`src/sv/cas_pkg.sv`:
```
// Shared types and constants of the cave smoothing automaton.
package cas_pkg;

    // Item function codes.
    localparam logic [1:0] FUNC_WRITE = 2'd0;
    localparam logic [1:0] FUNC_RUN   = 2'd1;
    localparam logic [1:0] FUNC_READ  = 2'd2;

    // Configuration register indexes.
    localparam logic [1:0] CFG_WIDTH  = 2'd0;
    localparam logic [1:0] CFG_HEIGHT = 2'd1;
    localparam logic [1:0] CFG_GENS   = 2'd2;

    localparam int CFG_IDX_W  = 2;
    localparam int CFG_DATA_W = 8;

    // Width of grid size values; holds both register values and maximum sizes.
    localparam int SIZE_W = 9;

    // A cell becomes wall when more than this many neighbors are walls.
    localparam logic [3:0] WALL_LIMIT = 4'd4;

    typedef struct packed {
        logic [1:0] func;
        logic [5:0] col_x;
        logic [5:0] row_y;
        logic       cell_in;
    } t_in_item;

    typedef struct packed {
        logic cell_out;
        logic status;
    } t_out_item;

    typedef enum logic [2:0] {
        ST_IDLE,
        ST_READ,
        ST_GEN_START,
        ST_GEN_SECOND,
        ST_GEN_ROW
    } t_state;

    // Commands from the controller to the datapath.
    typedef struct packed {
        logic accept;
        logic cfg_write;
        logic cell_write;
        logic resp_now;
        logic rd_input;
        logic resp_read;
        logic run_init;
        logic rd_row0;
        logic load_first;
        logic row_step;
        logic gen_next;
        logic resp_run;
    } t_dp_cmd;

    // Status from the datapath to the controller.
    typedef struct packed {
        logic [1:0] func;
        logic       out_free;
        logic       run_skip;
        logic       last_row;
        logic       last_gen;
    } t_dp_status;

endpackage

```
`src/sv/cas_ctrl.sv`:
```
// Controller state machine of the cave smoothing automaton.
module cas_ctrl (
    input  logic                i_clk,
    input  logic                i_rst_n,
    input  logic                i_in_valid,
    input  cas_pkg::t_dp_status i_status,
    output cas_pkg::t_dp_cmd    o_cmd,
    output logic                o_in_stall,
    output logic                o_cfg_ready,
    input  logic                i_cfg_valid
);

    cas_pkg::t_state r_state;
    cas_pkg::t_state n_state;
    logic            w_accept;

    assign w_accept = (r_state == cas_pkg::ST_IDLE) && i_in_valid && i_status.out_free;

    always_ff @(posedge i_clk) begin
        if (!i_rst_n) begin
            r_state <= cas_pkg::ST_IDLE;
        end else begin
            r_state <= n_state;
        end
    end

    always_comb begin
        n_state = r_state;
        unique case (r_state)
            cas_pkg::ST_IDLE: begin
                if (w_accept) begin
                    if (i_status.func == cas_pkg::FUNC_READ) begin
                        n_state = cas_pkg::ST_READ;
                    end else if (i_status.func == cas_pkg::FUNC_RUN && !i_status.run_skip) begin
                        n_state = cas_pkg::ST_GEN_START;
                    end
                end
            end
            cas_pkg::ST_READ:       n_state = cas_pkg::ST_IDLE;
            cas_pkg::ST_GEN_START:  n_state = cas_pkg::ST_GEN_SECOND;
            cas_pkg::ST_GEN_SECOND: n_state = cas_pkg::ST_GEN_ROW;
            cas_pkg::ST_GEN_ROW: begin
                if (i_status.last_row) begin
                    n_state = i_status.last_gen ? cas_pkg::ST_IDLE : cas_pkg::ST_GEN_START;
                end
            end
            default: n_state = cas_pkg::ST_IDLE;
        endcase
    end

    always_comb begin
        o_cmd       = '0;
        o_in_stall  = 1'b1;
        o_cfg_ready = 1'b0;
        unique case (r_state)
            cas_pkg::ST_IDLE: begin
                o_in_stall      = !i_status.out_free;
                o_cfg_ready     = 1'b1;
                o_cmd.cfg_write = i_cfg_valid;
                o_cmd.accept    = w_accept;
                if (w_accept) begin
                    if (i_status.func == cas_pkg::FUNC_READ) begin
                        o_cmd.rd_input = 1'b1;
                    end else if (i_status.func == cas_pkg::FUNC_RUN) begin
                        o_cmd.run_init = 1'b1;
                        o_cmd.resp_now = i_status.run_skip;
                    end else begin
                        o_cmd.cell_write = (i_status.func == cas_pkg::FUNC_WRITE);
                        o_cmd.resp_now   = 1'b1;
                    end
                end
            end
            cas_pkg::ST_READ:       o_cmd.resp_read  = 1'b1;
            cas_pkg::ST_GEN_START:  o_cmd.rd_row0    = 1'b1;
            cas_pkg::ST_GEN_SECOND: o_cmd.load_first = 1'b1;
            cas_pkg::ST_GEN_ROW: begin
                o_cmd.row_step = 1'b1;
                if (i_status.last_row) begin
                    o_cmd.gen_next = !i_status.last_gen;
                    o_cmd.resp_run = i_status.last_gen;
                end
            end
            default: o_cmd = '0;
        endcase
    end

endmodule

```
`config.mk`:
```
export PLATFORM = sky130hd
export DESIGN_NAME = cas_ctrl
export DESIGN_NICKNAME = d
export VERILOG_FILES = /design/src/sv/cas_pkg.sv /design/src/sv/cas_ctrl.sv
export SDC_FILE = /design/constraint.sdc
export NUM_CORES = 1
export LEC_CHECK = 0
export BUFFER_PORTS_ARGS = -buffer_cell sky130_fd_sc_hd__buf_4
export CORE_AREA = 2 2 39 41
export DETAILED_ROUTE_END_ITERATION = 10
export DIE_AREA = 0 0 41 43
export PLACE_DENSITY_LB_ADDON = 0.15
export SLEW_MARGIN = 20
export SYNTH_ARGS = -nofsm -noshare
export SYNTH_HDL_FRONTEND = slang
export SYNTH_SLANG_ARGS = --single-unit
```
`constraint.sdc`:
```
create_clock -name i_clk -period 1.9 [get_ports i_clk]
set_input_delay 0.475 -clock i_clk [delete_from_list [all_inputs] [get_ports i_clk]]
set_output_delay 0.475 -clock i_clk [all_outputs]
set_load 0.01 [all_outputs]
```
==> results.cfg <==
[hold_path]
hold_class = primary input to flip-flop
min_path_cells = 2

[worst_setup_path]
crit_slowest_cell = dfxtp_4
cp_cell_sequence = nor3_4, buf_6, and3_1, nor2b_1, buf_4
path_depth = 5
rr_worst_depth = 4
crit_family = simple AND/OR/NAND/NOR gates
worstPathArrival_ps = 1370
cp_slowest_stage_delay_ps = 340
cp-end-kind = output port
worstSetupPathType = flip-flop to output port
required_ps = 1420
crit_buf_inv = 2
crit_path_max_fanout = 4
crit_path_start_kind = flip-flop

[drt]
wl_um = 776
route.met3.wl_um = 29
vias = 354
antenna_left = 0
wl_met2_um = 439
drtPass1Iterations = 4
wl_met1_um = 307
drt-initial-drc-count = 7
wl_per_cell_um = 9.24
via_per_inst = 4.21
dr.max_layer_used = met3
drc = 0

[global_route]
grt_pass1_wl_um = 1230
grt_pass1_vias = 327
overflow = 0
grt_max_degree = 8
antenna_found_initial = 0
grt_use_total = 0.0994

[job]
drv_cap = 0

[cells_and_area]
final_util = 0.401
areaGrowthSynthToFinish_pct = 112
largest_reg_flops = 3
antenna_cells = 0
layout_commonest_cell = buf_4
drive_gt1_frac = 0.603
regMostFlops = r_state
fin_nets = 79
largestRegisters = r_state x3
layout_common_cells = buf_4, nor3b_1

[floorplan]
initial_utilization = 0.189
dieArea_mm2 = 0.00176
core-area_mm2 = 0.00138
die_h_um = 43
pin_count = 24
num_rows = 14
die_w_um = 41

[placement]
routabilityCongestion = 0.662
dp_hpwl_um = 612
port_buffers = 23

[cts]
clock_latency_ps = 230
cts.sinks = 3
cts_tree = yes
htree_levels = 1
root_buffer = clkbuf_4
clk_pin_slew_ps = 40
cts_buffer_depth = 2
cts_buffers = 3

[synth]
ys_seq_elements = 3
synth.area.top_cells = dfxtp_1, nor3b_1, nor3_1
synth_cells = 34
synth_cell_types = 19
synth.avg_cell_area_um2 = 7.69
syn-cell-area_um2 = 262
ys_seq_area_frac = 0.230
yosysTopAreaCell = dfxtp_1
synth_nets = 44
ys_warn_count = 0
yosysTopAreaCellShare = 0.230

[pwr]
leakage_nw = 0.276
vdd_drop_max_v = 0.000164
combinationalPowerShare = 0.286
powerDensity_mw_per_mm2 = 444
power_frac_seq = 0.264
p_sw_frac = 0.252
switchingPower_mw = 0.0621
clkPwrFrac = 0.451
internal-power_mw = 0.185

[timing]
finalSetupTns_ps = 0
grt_setup_unrepaired = yes
min_period_over_period = 0.972
max-slew-margin-rel = 0.825
worst_pin_slew_ps = 262
fin_skew_ps = 0.161
clock.fmax_mhz = 542
drv_slew = 0
setup_viol = 0
fin_crit_ps = 1850
hold_viol_final = 0

[outcome]
status = complete, no violations
## repair_timing
action,CTS,global route
buffers inserted,0,3
hold buffers,0,0
endpoints found under the setup margin,3,4
resized for setup,2,6
pin swaps,1,2
## power by group through the flow
stage	clock, mW	sequential (mW)	combinational (mW)
2_1_floorplan	0	0.0667	0.0233
3_3_place_gp	0	0.0671	0.0649
3_5_place_dp	0	0.0671	0.0650
4_1_cts	0.117	0.0665	0.0662
5_1_grt	0.119	0.0651	0.0767
6_report	0.111	0.0650	0.0704
## layout make-up
cell class	instances	area [µm²]
multi-input cells	27	195
clock buffers	4	26.3
fillers	157	828
flip-flops and latches	3	66.3
repair buffers	31	236
well taps	16	20.0
inverters	3	11.3
## worst register-to-register path, stage by stage (launching register included)
cell and delay (ps):
dfxtp_2 340, buf_4 150, nor3b_1 130, a2111o_1 410, a2111oi_2 270
## final timing paths
| check | from | end | slack, ps |
|---|---|---|---|
| max | r_state[1] | o_cmd[8] | 50 |
| min | i_rst_n | r_state[2] | 450 |
| max reg2reg | r_state[2] | r_state[0] | 500 |
| min reg2reg | r_state[2] | r_state[0] | 600 |
## synth_stat cells (all sizes together)
| master | instances |
|---|---|
| nand2b | 1 |
| o31ai | 1 |
| o21a | 1 |
| dfxtp | 3 |
| nor3b | 5 |
| nor2b | 2 |
| buf | 1 |
| a2111o | 1 |
| nor3 | 4 |
| inv | 3 |
| and3 | 2 |
| and2 | 1 |
| nor2 | 2 |
| nand2 | 3 |
| a2111oi | 1 |
| nand3 | 1 |
| or3b | 1 |
| o21ai | 1 |
## routing by layer
metal / global-route usage / up-vias
met1: 0.122 / 157
li1: - / 191
met4: 0.0800 / 0
met5: 0 / -
met2: 0.153 / 6
met3: 0 / 0
## kinds of logic (layout without fill, tap and decap cells)
logic type | after synthesis | after routing | share of synthesized area
DFF | 3 | 3 | 0.230
AOI/OAI and AO/OA | 5 | 5 | 0.177
buffers and inverters | 4 | 38 | 0.0861
and+or+nand+nor | 22 | 22 | 0.507
## per-stage QoR
stage / cells / setup slack, ps / total power [mW] / hold WS (ps) / cell area [µm²]
finish: 84 / 53.9 / 0.247 / 452 / 556
global route: 84 / -20.4 / 0.261 / 456 / 556
CTS: 81 / -1.43 / 0.250 / 445 / 518
detailed placement: 77 / 30.7 / 0.132 / 612 / 480
global placement: 77 / 36.4 / 0.132 / 620 / 480
floorplan: 34 / 105 / 0.0900 / 506 / 262
(Power assumes the default switching activity.)
